$ cat src/rtl/core/spq_pkg.sv
// Shared types and constants of the sorted priority queue.
`timescale 1ns / 1ps
`default_nettype none

package spq_pkg;

   localparam int DefaultDepth = 16;
   localparam int KeyWidth     = 32;
   localparam int OccWidth     = 5;

   typedef enum logic [0:0] {
      ACT_ENQUEUE = 1'b0,
      ACT_DEQUEUE = 1'b1
   } action_type;

   typedef enum logic [1:0] {
      ST_DONE  = 2'd0,
      ST_FULL  = 2'd1,
      ST_EMPTY = 2'd2
   } status_type;

   typedef enum logic [2:0] {
      S_IDLE,
      S_ENQ_READ,
      S_ENQ_CMP,
      S_ENQ_PLACE,
      S_DEQ_READ,
      S_DEQ_TAKE,
      S_FINISH
   } state_type;

   // Commands from controller to datapath
   typedef struct packed {
      logic       load;      // capture key, idx <= count, clear taken value
      logic       rd_prev;   // read entry idx-1 (else read head)
      logic       wr_shift;  // move read entry up to slot idx
      logic       wr_key;    // write key into slot idx
      logic       idx_dec;
      logic       deq_take;  // capture head, advance head, decrement count
      logic       cnt_inc;
      logic       out_load;
      status_type out_code;
   } cmd_type;

   // Status from datapath to controller
   typedef struct packed {
      logic full;
      logic empty;
      logic greater;   // read entry is greater than the key
      logic idx_one;
      logic out_free;
   } sts_type;

endpackage

`default_nettype wire

$ cat src/rtl/core/sorted_priority_queue_top.sv
// Top level of the sorted priority queue (min first, stable for equal keys).
//
// Usage: drive req_action (0 enqueue req_key, 1 dequeue smallest) with req_valid.
// A transfer happens on a rising edge with valid high and stall low. Every
// request gives exactly one result on rsp_*: rsp_value (dequeued key or zero),
// rsp_status (0 done, 1 enqueue dropped because full, 2 dequeue on empty) and
// rsp_occupancy (keys stored after the request, low 5 bits).
// An enqueue examines m stored keys, m = min(k + 1, count) with k the stored
// keys greater than the new key. The insertion loop moves one entry at a time
// through the key store: a registered read of the entry, then a compare and a
// write back one slot up.
// One request is in flight at a time; req_stall is low only while idle, so a
// new request is taken only after the last one has put its result into the
// output register.
// The result sits in an output register, so the next request is taken while a
// finished result still waits. A stalled result holds; the block finishes its
// next request and waits for the register to free.
// Reset empties the queue (count and head pointer); the store needs no clearing.
`timescale 1ns / 1ps
`default_nettype none

module sorted_priority_queue_top #(
   parameter int DEPTH = spq_pkg::DefaultDepth
) (
   input  wire logic                                clock,
   input  wire logic                                reset,
   input  wire logic                                req_valid,
   output logic                                     req_stall,
   input  wire logic                                req_action,
   input  wire logic signed [spq_pkg::KeyWidth-1:0] req_key,
   output logic                                     rsp_valid,
   input  wire logic                                rsp_stall,
   output logic signed [spq_pkg::KeyWidth-1:0]      rsp_value,
   output logic [1:0]                               rsp_status,
   output logic [spq_pkg::OccWidth-1:0]             rsp_occupancy
);

   spq_pkg::cmd_type cmd;
   spq_pkg::sts_type sts;

   // sequence each request: decide, walk the store, place, hand off result
   spq_ctrl u_ctrl (
      .clock      (clock),
      .reset      (reset),
      .req_valid  (req_valid),
      .req_action (req_action),
      .req_stall  (req_stall),
      .sts        (sts),
      .cmd        (cmd)
   );

   // key store as a circular buffer: head is the smallest key
   spq_dpath #(
      .DEPTH (DEPTH)
   ) u_dpath (
      .clock         (clock),
      .reset         (reset),
      .req_key       (req_key),
      .cmd           (cmd),
      .sts           (sts),
      .rsp_valid     (rsp_valid),
      .rsp_stall     (rsp_stall),
      .rsp_value     (rsp_value),
      .rsp_status    (rsp_status),
      .rsp_occupancy (rsp_occupancy)
   );

endmodule

`default_nettype wire

$ cat src/rtl/core/spq_ctrl.sv
// Controller state machine of the sorted priority queue.
`timescale 1ns / 1ps
`default_nettype none

module spq_ctrl (
   input  wire logic            clock,
   input  wire logic            reset,
   input  wire logic            req_valid,
   input  wire logic            req_action,
   output logic                 req_stall,
   input  wire spq_pkg::sts_type sts,
   output spq_pkg::cmd_type     cmd
);

   spq_pkg::state_type  state_ff, state_in;
   spq_pkg::status_type code_ff, code_in;

   always_ff @(posedge clock) begin
      if (reset) begin
         state_ff <= spq_pkg::S_IDLE;
         code_ff  <= spq_pkg::ST_DONE;
      end else begin
         state_ff <= state_in;
         code_ff  <= code_in;
      end
   end

   always_comb begin
      state_in     = state_ff;
      code_in      = code_ff;
      req_stall    = 1'b1;
      cmd.load     = 1'b0;
      cmd.rd_prev  = 1'b0;
      cmd.wr_shift = 1'b0;
      cmd.wr_key   = 1'b0;
      cmd.idx_dec  = 1'b0;
      cmd.deq_take = 1'b0;
      cmd.cnt_inc  = 1'b0;
      cmd.out_load = 1'b0;
      cmd.out_code = code_ff;
      case (state_ff)
         spq_pkg::S_IDLE: begin
            req_stall = 1'b0;
            if (req_valid) begin
               cmd.load = 1'b1;
               code_in  = spq_pkg::ST_DONE;
               if (req_action == spq_pkg::ACT_ENQUEUE) begin
                  if (sts.full) begin
                     code_in  = spq_pkg::ST_FULL;
                     state_in = spq_pkg::S_FINISH;
                  end else if (sts.empty) begin
                     state_in = spq_pkg::S_ENQ_PLACE;
                  end else begin
                     state_in = spq_pkg::S_ENQ_READ;
                  end
               end else begin
                  if (sts.empty) begin
                     code_in  = spq_pkg::ST_EMPTY;
                     state_in = spq_pkg::S_FINISH;
                  end else begin
                     state_in = spq_pkg::S_DEQ_READ;
                  end
               end
            end
         end
         spq_pkg::S_ENQ_READ: begin
            cmd.rd_prev = 1'b1;
            state_in    = spq_pkg::S_ENQ_CMP;
         end
         spq_pkg::S_ENQ_CMP: begin
            if (sts.greater) begin
               cmd.wr_shift = 1'b1;
               cmd.idx_dec  = 1'b1;
               state_in     = sts.idx_one ? spq_pkg::S_ENQ_PLACE : spq_pkg::S_ENQ_READ;
            end else begin
               state_in = spq_pkg::S_ENQ_PLACE;
            end
         end
         spq_pkg::S_ENQ_PLACE: begin
            cmd.wr_key  = 1'b1;
            cmd.cnt_inc = 1'b1;
            state_in    = spq_pkg::S_FINISH;
         end
         spq_pkg::S_DEQ_READ: begin
            state_in = spq_pkg::S_DEQ_TAKE;
         end
         spq_pkg::S_DEQ_TAKE: begin
            cmd.deq_take = 1'b1;
            state_in     = spq_pkg::S_FINISH;
         end
         spq_pkg::S_FINISH: begin
            // hold until the result register can take the transfer
            if (sts.out_free) begin
               cmd.out_load = 1'b1;
               state_in     = spq_pkg::S_IDLE;
            end
         end
         default: begin
            state_in = spq_pkg::S_IDLE;
         end
      endcase
   end

endmodule

`default_nettype wire

$ cat src/rtl/core/spq_dpath.sv
// Datapath of the sorted priority queue: key store, pointers and result register.
`timescale 1ns / 1ps
`default_nettype none

module spq_dpath #(
   parameter int DEPTH = spq_pkg::DefaultDepth
) (
   input  wire logic                               clock,
   input  wire logic                               reset,
   input  wire logic signed [spq_pkg::KeyWidth-1:0] req_key,
   input  wire spq_pkg::cmd_type                   cmd,
   output spq_pkg::sts_type                        sts,
   output logic                                    rsp_valid,
   input  wire logic                               rsp_stall,
   output logic signed [spq_pkg::KeyWidth-1:0]      rsp_value,
   output logic [1:0]                              rsp_status,
   output logic [spq_pkg::OccWidth-1:0]            rsp_occupancy
);

   localparam int IdxW = (DEPTH > 1) ? $clog2(DEPTH) : 1;
   localparam int CntW = $clog2(DEPTH + 1);
   localparam int SumW = IdxW + 1;

   logic signed [spq_pkg::KeyWidth-1:0] mem [DEPTH];
   logic signed [spq_pkg::KeyWidth-1:0] rdata_ff;
   logic signed [spq_pkg::KeyWidth-1:0] key_ff;
   logic signed [spq_pkg::KeyWidth-1:0] take_ff;
   logic [IdxW-1:0]                     head_ff;
   logic [IdxW-1:0]                     idx_ff;
   logic [CntW-1:0]                     count_ff;

   logic signed [spq_pkg::KeyWidth-1:0] value_ff;
   logic [1:0]                          status_ff;
   logic [spq_pkg::OccWidth-1:0]        occ_ff;
   logic                                valid_ff, valid_in;

   logic [IdxW-1:0] idx_prev;
   logic [SumW-1:0] sum_cur, sum_prev;
   logic [IdxW-1:0] phys_cur, phys_prev, rd_addr, head_next;
   logic            wr_en;
   logic signed [spq_pkg::KeyWidth-1:0] wr_data;

   // logical slot -> physical address in the circular store
   assign idx_prev  = idx_ff - IdxW'(1);
   assign sum_cur   = {1'b0, head_ff} + {1'b0, idx_ff};
   assign sum_prev  = {1'b0, head_ff} + {1'b0, idx_prev};
   assign phys_cur  = (sum_cur >= SumW'(DEPTH)) ? IdxW'(sum_cur - SumW'(DEPTH))
                                                : IdxW'(sum_cur);
   assign phys_prev = (sum_prev >= SumW'(DEPTH)) ? IdxW'(sum_prev - SumW'(DEPTH))
                                                 : IdxW'(sum_prev);
   assign rd_addr   = cmd.rd_prev ? phys_prev : head_ff;
   assign head_next = (head_ff == IdxW'(DEPTH - 1)) ? '0 : head_ff + IdxW'(1);
   assign wr_en     = cmd.wr_shift | cmd.wr_key;
   assign wr_data   = cmd.wr_key ? key_ff : rdata_ff;

   always_ff @(posedge clock) begin
      rdata_ff <= mem[rd_addr];
      if (wr_en) begin
         mem[phys_cur] <= wr_data;
      end
   end

   always_ff @(posedge clock) begin
      if (cmd.load) begin
         key_ff  <= req_key;
         idx_ff  <= IdxW'(count_ff);
         take_ff <= '0;
      end else begin
         if (cmd.idx_dec) begin
            idx_ff <= idx_prev;
         end
         if (cmd.deq_take) begin
            take_ff <= rdata_ff;
         end
      end
      if (cmd.out_load) begin
         value_ff  <= take_ff;
         status_ff <= cmd.out_code;
         occ_ff    <= spq_pkg::OccWidth'(count_ff);
      end
   end

   always_ff @(posedge clock) begin
      if (reset) begin
         head_ff  <= '0;
         count_ff <= '0;
         valid_ff <= 1'b0;
      end else begin
         valid_ff <= valid_in;
         if (cmd.deq_take) begin
            head_ff  <= head_next;
            count_ff <= count_ff - CntW'(1);
         end else if (cmd.cnt_inc) begin
            count_ff <= count_ff + CntW'(1);
         end
      end
   end

   always_comb begin
      valid_in = valid_ff;
      if (cmd.out_load) begin
         valid_in = 1'b1;
      end else if (!rsp_stall) begin
         valid_in = 1'b0;
      end
   end

   assign sts.full     = (count_ff == CntW'(DEPTH));
   assign sts.empty    = (count_ff == '0);
   assign sts.greater  = (rdata_ff > key_ff);
   assign sts.idx_one  = (idx_ff == IdxW'(1));
   assign sts.out_free = !valid_ff || !rsp_stall;

   assign rsp_valid     = valid_ff;
   assign rsp_value     = value_ff;
   assign rsp_status    = status_ff;
   assign rsp_occupancy = occ_ff;

   a_count_bound: assert property (@(posedge clock) disable iff (reset)
      count_ff <= CntW'(DEPTH))
      else $error("entry count above depth");

   a_full_occ: assert property (@(posedge clock) disable iff (reset)
      valid_ff && (status_ff == spq_pkg::ST_FULL) |-> occ_ff == spq_pkg::OccWidth'(DEPTH))
      else $error("full drop reported with wrong occupancy");

   a_empty_occ: assert property (@(posedge clock) disable iff (reset)
      valid_ff && (status_ff == spq_pkg::ST_EMPTY) |-> (occ_ff == '0) && (value_ff == '0))
      else $error("empty dequeue reported wrong fields");

   a_insert_grows: assert property (@(posedge clock) disable iff (reset)
      cmd.cnt_inc |=> count_ff == $past(count_ff) + CntW'(1))
      else $error("insert did not grow the count");

   a_no_overwrite: assert property (@(posedge clock) disable iff (reset)
      cmd.out_load |-> !valid_ff || !rsp_stall)
      else $error("result overwritten while stalled");

endmodule

`default_nettype wire

$ cat config.mk
export PLATFORM = sky130hd
export DESIGN_NAME = sorted_priority_queue_top
export DESIGN_NICKNAME = d
export VERILOG_FILES = /design/src/rtl/core/spq_pkg.sv /design/src/rtl/core/sorted_priority_queue_top.sv /design/src/rtl/core/spq_ctrl.sv /design/src/rtl/core/spq_dpath.sv
export SDC_FILE = /design/constraint.sdc
export NUM_CORES = 1
export LEC_CHECK = 0
export ABC_AREA = 1
export BUFFER_PORTS_ARGS = -buffer_cell sky130_fd_sc_hd__buf_2
export CAP_MARGIN = 20
export CORE_UTILIZATION = 40
export CTS_CLUSTER_SIZE = 12
export DETAILED_ROUTE_END_ITERATION = 10
export SLEW_MARGIN = 20
export SYNTH_ARGS = -nofsm -noshare
export SYNTH_HDL_FRONTEND = slang
export SYNTH_SLANG_ARGS = --single-unit
export TNS_END_PERCENT = 10
$ cat constraint.sdc
create_clock -name clock -period 9.8 [get_ports clock]
set_input_delay 1.96 -clock clock [delete_from_list [all_inputs] [get_ports clock]]
set_output_delay 1.96 -clock clock [all_outputs]
set_load 0.02 [all_outputs]
# After elaboration in Yosys (flattened, before gate mapping)
# Memory sizes are Yosys's and may differ from the RTL's. A register that Yosys moved wholly into a read port is not among the register bits.
# Index checks and enable logic that the tools add are counted.
word_totals:
  regBits: 122
  mem_bits_rw: 512
  input_bits: 37
  n_memories: 1
memory_table:
  columns: ["memory", "words", "word_bits", "rd", "rd_clocked_by_memory_dff", "wr", "line_no", "rtl"]
  rows:
  - ["u_dpath.mem", 16, 32, 1, 1, 1, "spq_dpath.sv:24", "logic signed [spq_pkg::KeyWidth-1:0] mem [DEPTH];"]
classes:
  n_addsub: 8
  magnitude_cmp: 3
  eq_ne: 12
  mux: 35
  n_bitwise: 1
  reduce_logical: 10
op_table:
  columns: ["operator", "count"]
  rows:
  - ["$gt 32x32->1", 1]
  - ["$mux 32", 1]
  - ["$mux 4", 6]
  - ["$pmux 3 s6", 1]
  - ["$mux 1", 15]
  - ["$mux 3", 5]
  - ["$sub 4x1->4 const B", 3]
  - ["$add 4x4->5", 2]
  - ["$ge 5x5->1 const B", 2]
  - ["$mux 2", 5]
  - ["$mux 5", 2]
  - ["$eq 3x3->1 const B", 3]
  - ["$eq 3x2->1 const B", 2]
  - ["$add 5x1->5 const B", 1]
  - ["$eq 5x5->1 const B", 1]
  - ["$logic_not 5->1", 1]
  - ["$sub 5x1->5 const B", 1]
  - ["$add 4x1->4 const B", 1]
  - ["$eq 4x1->1 const B", 1]
  - ["$eq 4x4->1 const B", 1]
  - ["$ne 2x2->1 const B", 2]
  - ["$reduce_and 2->1", 2]
  - ["$reduce_bool 2->1", 2]
  - ["$eq 3x1->1 const B", 1]
  - ["other kinds (6)", 7]

# Logic depth before layout (Yosys ltp)
depth:
  depth_word: 6
  ltp_mapped: 19
  depth_no_buf: 19

# By module
# From an unflattened synthesis, not the netlist that was laid out.
hier_totals:
  cells_unflattened: 2286
  hier_area_um2: 27352.5
modules_own_cells:
  columns: ["mod", "instances", "cells_each", "area_each_um2"]
  rows:
  - ["spq_dpath", 1, 2225, 26998.4]
  - ["spq_ctrl", 1, 61, 354.1]

# Worst setup path after synthesis
# OpenSTA, ideal clock, no wires.
synth_path:
  path_type: "input-to-reg"
  startpoint: "input rsp_stall"
  endpoint: "register u_dpath.occ_ff, in the netlist u_dpath.rsp_occupancy[0], enable pin"
  setup_time_ps: 436
  t_arrival_ps: 3727
  slack_ps: 5638
  cell_stages: 3
  n_path_buf: 0
  path_cell_list: "nand2_1 > inv_1 > nor2_1"
synth_rtl:
  columns: ["element", "line_no", "rtl"]
  rows:
  - ["from (decl)", "sorted_priority_queue_top.sv:32", "input wire logic rsp_stall,"]
  - ["to (signal assigned)", "spq_dpath.sv:79", "occ_ff <= spq_pkg::OccWidth'(count_ff);"]
  - ["to (decl)", "spq_dpath.sv:34", "logic [spq_pkg::OccWidth-1:0] occ_ff;"]

# Worst setup path in the final report
layout_path:
  startpoint: "register u_dpath.idx_ff[1]"
  endpoint: "register u_dpath.rdata_ff[1] in the netlist's numbering, read port of u_dpath.mem"
layout_between:
  elab_chain_cells: 5
layout_lines:
  columns: ["element", "line_no", "rtl"]
  rows:
  - ["from (decl)", "spq_dpath.sv:29", "logic [IdxW-1:0] idx_ff;"]
  - ["from (signal assigned)", "spq_dpath.sv:66", "idx_ff <= IdxW'(count_ff);"]
  - ["from (signal assigned)", "spq_dpath.sv:70", "idx_ff <= idx_prev;"]
  - ["$sub 4x1->4 *", "spq_dpath.sv:44", "assign idx_prev = idx_ff - IdxW'(1);"]
  - ["$add 4x4->5 *", "spq_dpath.sv:46", "assign sum_prev = {1'b0, head_ff} + {1'b0, idx_prev};"]
  - ["$sub 4x1->4 / $ge 5x5->1 (equally long branches)", "spq_dpath.sv:49", "assign phys_prev = (sum_prev >= SumW'(DEPTH)) ? IdxW'(sum_prev - SumW'(DEPTH))"]
  - ["$mux 4 *", "spq_dpath.sv:49", null]
  - ["$mux 4 *", "spq_dpath.sv:51", "assign rd_addr = cmd.rd_prev ? phys_prev : head_ff;"]
  - ["to (decl)", "spq_dpath.sv:25", "logic signed [spq_pkg::KeyWidth-1:0] rdata_ff;"]
# Mark *: on every way between the ends. The rest lies on a longest branch, timed or not.
# A chain may end at the register's enable or synchronous reset.

==> summary.md <==
| Metric | Value |
|---|---|
| CTS tree | `yes` |
| IO Pins | `78` |
| Clock Sinks | `roughly 670` |
| Largest net degree at the start of global routing | `199` |
| EDFF count, synth | `587` |
| Worst Path Class, Setup | `flip-flop to flip-flop` |
| Final WL | `between 60,000 and 70,000 um` |
| FF-to-FF path depth | `13` |
| Post-layout util | `0.464` |
| Die height | `258 um` |
| Netlist cell types | `39` |
| Wire per inst | `21.1 um` |
| Yosys reg bits | `between 600 and 700` |
| Via count | `~17,000` |
| Syn Nets | `2,142` |
| FMAX | `about 230 MHz` |
| CP Cell Sequence | `inv_1 -> ha_1 -> inv_1 -> fa_1 -> inv_1 -> o21ai_4 -> buf_12 -> inv_2 -> buf_4 -> o21ai_0 -> o22ai_1 -> nor2_1 -> o31ai_1` |
| Final GP Congestion | `0.773` |
| Leak Pwr | `10.2 nW` |
| Worst-Skew Late Latency | `0.60 ns` |
| Maximum root-to-sink buffer count | `3` |
| Time the worst path needs with I/O delays and setup | `4.40 ns` |
| Cells on Worst Hold Path | `0` |
| Setup TNS | `0 ns` |
| Required @ worst endpoint | `~10 ns` |
| FF-to-FF setup slack | `5.40 ns` |
| Bufs and invs on worst path | `6` |
| PD cells | `296 mW/mm2` |
| Final #Nets | `2,231` |
| Crit Path Max Fanout | `129` |
| Hold WC Path Type | `flip-flop to flip-flop` |
| Post-route clock skew | `roughly 0.026 ns` |
| GRT overflow | `0` |
| Initial antenna violation count | `0` |
| RSZ-0062 raised after global routing | `false` |
| Post-Syn Area per Cell | `12.8 um2` |
| Seq/Total Area, Yosys | `0.730` |
| Crit path depth | `13` |
| Mapped Cells | `2,058` |
| Initial Util | `0.407` |
| Final period util | `0.449` |
| DPL Wire Length | `34,800 um` |
| Slew HR | `0.259` |
| Slowest CP cell | `buf_4` |
| Area Growth Syn to Fin | `14.2%` |
| CTS root buf | `clkbuf_16` |
| Ratio of cells with drive above 1 in the final layout | `0.121` |
| Post-CTS setup buffer count | `0` |
| 1st-iter DRT viols | `1,599` |
| Hold buffer count at cts | `0` |
| DR pass1 iterations | `5` |
| Worst slew pin tran | `between 1 and 1.5 ns` |
| Core Area | `0.0647 mm2` |
| Crit end category | `flip-flop` |
| Clock transition at path regs | `approximately 0.060 ns` |
| Synthesized cell area | `~0.026 mm2` |
| Vias in the first global route | `16,200` |
| CTS resizes | `0` |
| First-pass GRT wire length | `97,100 um` |
| Gr usage total | `0.193` |
| Remaining antenna violation count | `0` |
| Ys async rst share | `0` |
| YS warnings | `0` |
| Critical Path Source Type | `flip-flop` |
| Number of cell rows | `93` |
| DIE WIDTH | `258 um` |
| H-tree levels | `3` |
| Die area | `0.0668 mm2` |
| CP Data Arrival Time | `4.89 ns` |
| CP top delay family | `buffers and inverters` |
| CP max stage delay | `approximately 0.84 ns` |
| Worst VDD drop | `0.000162 V` |
| Slew Viols, Final | `0` |
| Prevailing post-synth register cell | `edfxtp_1` |
| Most frequent cells in the layout | `587 x edfxtp_1, 346 x nor2_1, 259 x o21ai_0` |
| Port buffer count | `77` |
| DR vias/cell | `about 5.4` |
| Final setup violation count | `0` |
| Number of max-cap violations | `0` |
| Leading cell type in the layout, fill and taps excluded | `edfxtp_1` |
| Residual DRC | `0` |
| Status | `completed` |
| Num CTS Buffers | `70` |
| Most used cell, CP | `inv_1` |
| Number of diodes | `0` |
| Final-report hold violation count | `0` |
flip-flops by register name, summed over array words and instances (netlist names):
| name | flops |
|---|---|
| u_ctrl.code_ff | 2 |
| u_dpath.idx_ff | 4 |
| u_dpath.rsp_valid | 1 |
| u_dpath.head_ff | 4 |
| u_dpath.rsp_value | 32 |
| u_dpath.rsp_occupancy | 5 |
| u_dpath.mem | 512 |
| u_dpath.count_ff | 5 |
| u_dpath.key_ff | 32 |
| u_dpath.take_ff | 32 |
| u_ctrl.state_ff | 3 |
| u_dpath.rdata_ff | 32 |
| u_dpath.rsp_status | 2 |
cell usage after synthesis (all sizes together) (4+ instances only):
library cell / n / area share
o211ai: 7 / 0.0020
o22ai: 70 / 0.017
o221ai: 59 / 0.020
o21ai: 307 / 0.059
buf: 69 / 0.015
nor2: 348 / 0.050
a21oi: 79 / 0.015
nand2: 178 / 0.026
edfxtp: 587 / 0.67
inv: 76 / 0.011
nand3: 39 / 0.0074
a211oi: 4 / 0.0011
clkbuf: 55 / 0.0079
o31ai: 33 / 0.0094
ha: 44 / 0.021
dfxtp: 79 / 0.060
xnor2: 4 / 0.0016
cell families (layout without fill, tap and decap cells):
| logic type | after synthesis | in the layout | share of synthesized area |
|---|---|---|---|
| AND/OR/NAND/NOR | 574 | 574 | 0.0855 |
| AO/OA/AOI/OAI | 564 | 564 | 0.124 |
| buffers and inverters | 200 | 343 | 0.0339 |
| adder cells (fa/ha/maj) | 47 | 47 | 0.0232 |
| XOR/XNOR | 7 | 7 | 0.00262 |
| flip-flops | 666 | 666 | 0.730 |
final cells by class:
class,instances,area (um2)
Multi-Input combinational cell,1192,6430
Sequential cell,666,19200
Inverter,76,292
Clock inverter,14,87.6
Fill cell,5787,34600
Tap cell,855,1070
Clock buffer,112,2030
Timing Repair Buffer,141,931
metrics by stage:
| stage | power (W) | instance area (um2) | setup slack, ns | hold WS (ns) | std cells |
|---|---|---|---|---|---|
| after floorplan | 0.00562 | 26300 | 5.64 | 0.403 | 2058 |
| after global placement | 0.00638 | 27900 | 5.54 | 0.415 | 2928 |
| after detailed placement | 0.00646 | 27900 | 5.50 | 0.415 | 2929 |
| after CTS | 0.00893 | 30000 | 5.44 | 0.429 | 3055 |
| after global routing | 0.00936 | 30000 | 5.07 | 0.437 | 3056 |
| final | 0.00889 | 30000 | 5.40 | 0.428 | 3056 |
path summary, 6_finish.rpt:
check,start,endpoint
hold / removal,u_dpath.take_ff[14],u_dpath.rsp_value[14]
hold reg to reg,u_dpath.take_ff[14],u_dpath.rsp_value[14]
setup / recovery,u_dpath.idx_ff[1],u_dpath.rdata_ff[1]
setup reg to reg,u_dpath.idx_ff[1],u_dpath.rdata_ff[1]
per-layer routing:
| layer | up-vias | wire length [um] | global-route usage |
|---|---|---|---|
| li1 | 7732 | - | - |
| met1 | 8236 | 28000 | 0.263 |
| met2 | 580 | 30400 | 0.311 |
| met3 | 105 | 4540 | 0.0325 |
| met4 | 0 | 1630 | 0.0694 |
| met5 | - | 0 | 0 |
power breakdown:
part	internal (W)	switching, W	total [W]
Combinational	0.000722	0.00174	0.00246
Clock	0.00142	0.00105	0.00248
Sequential	0.00380	0.000157	0.00396
(Power assumes the default switching activity.)
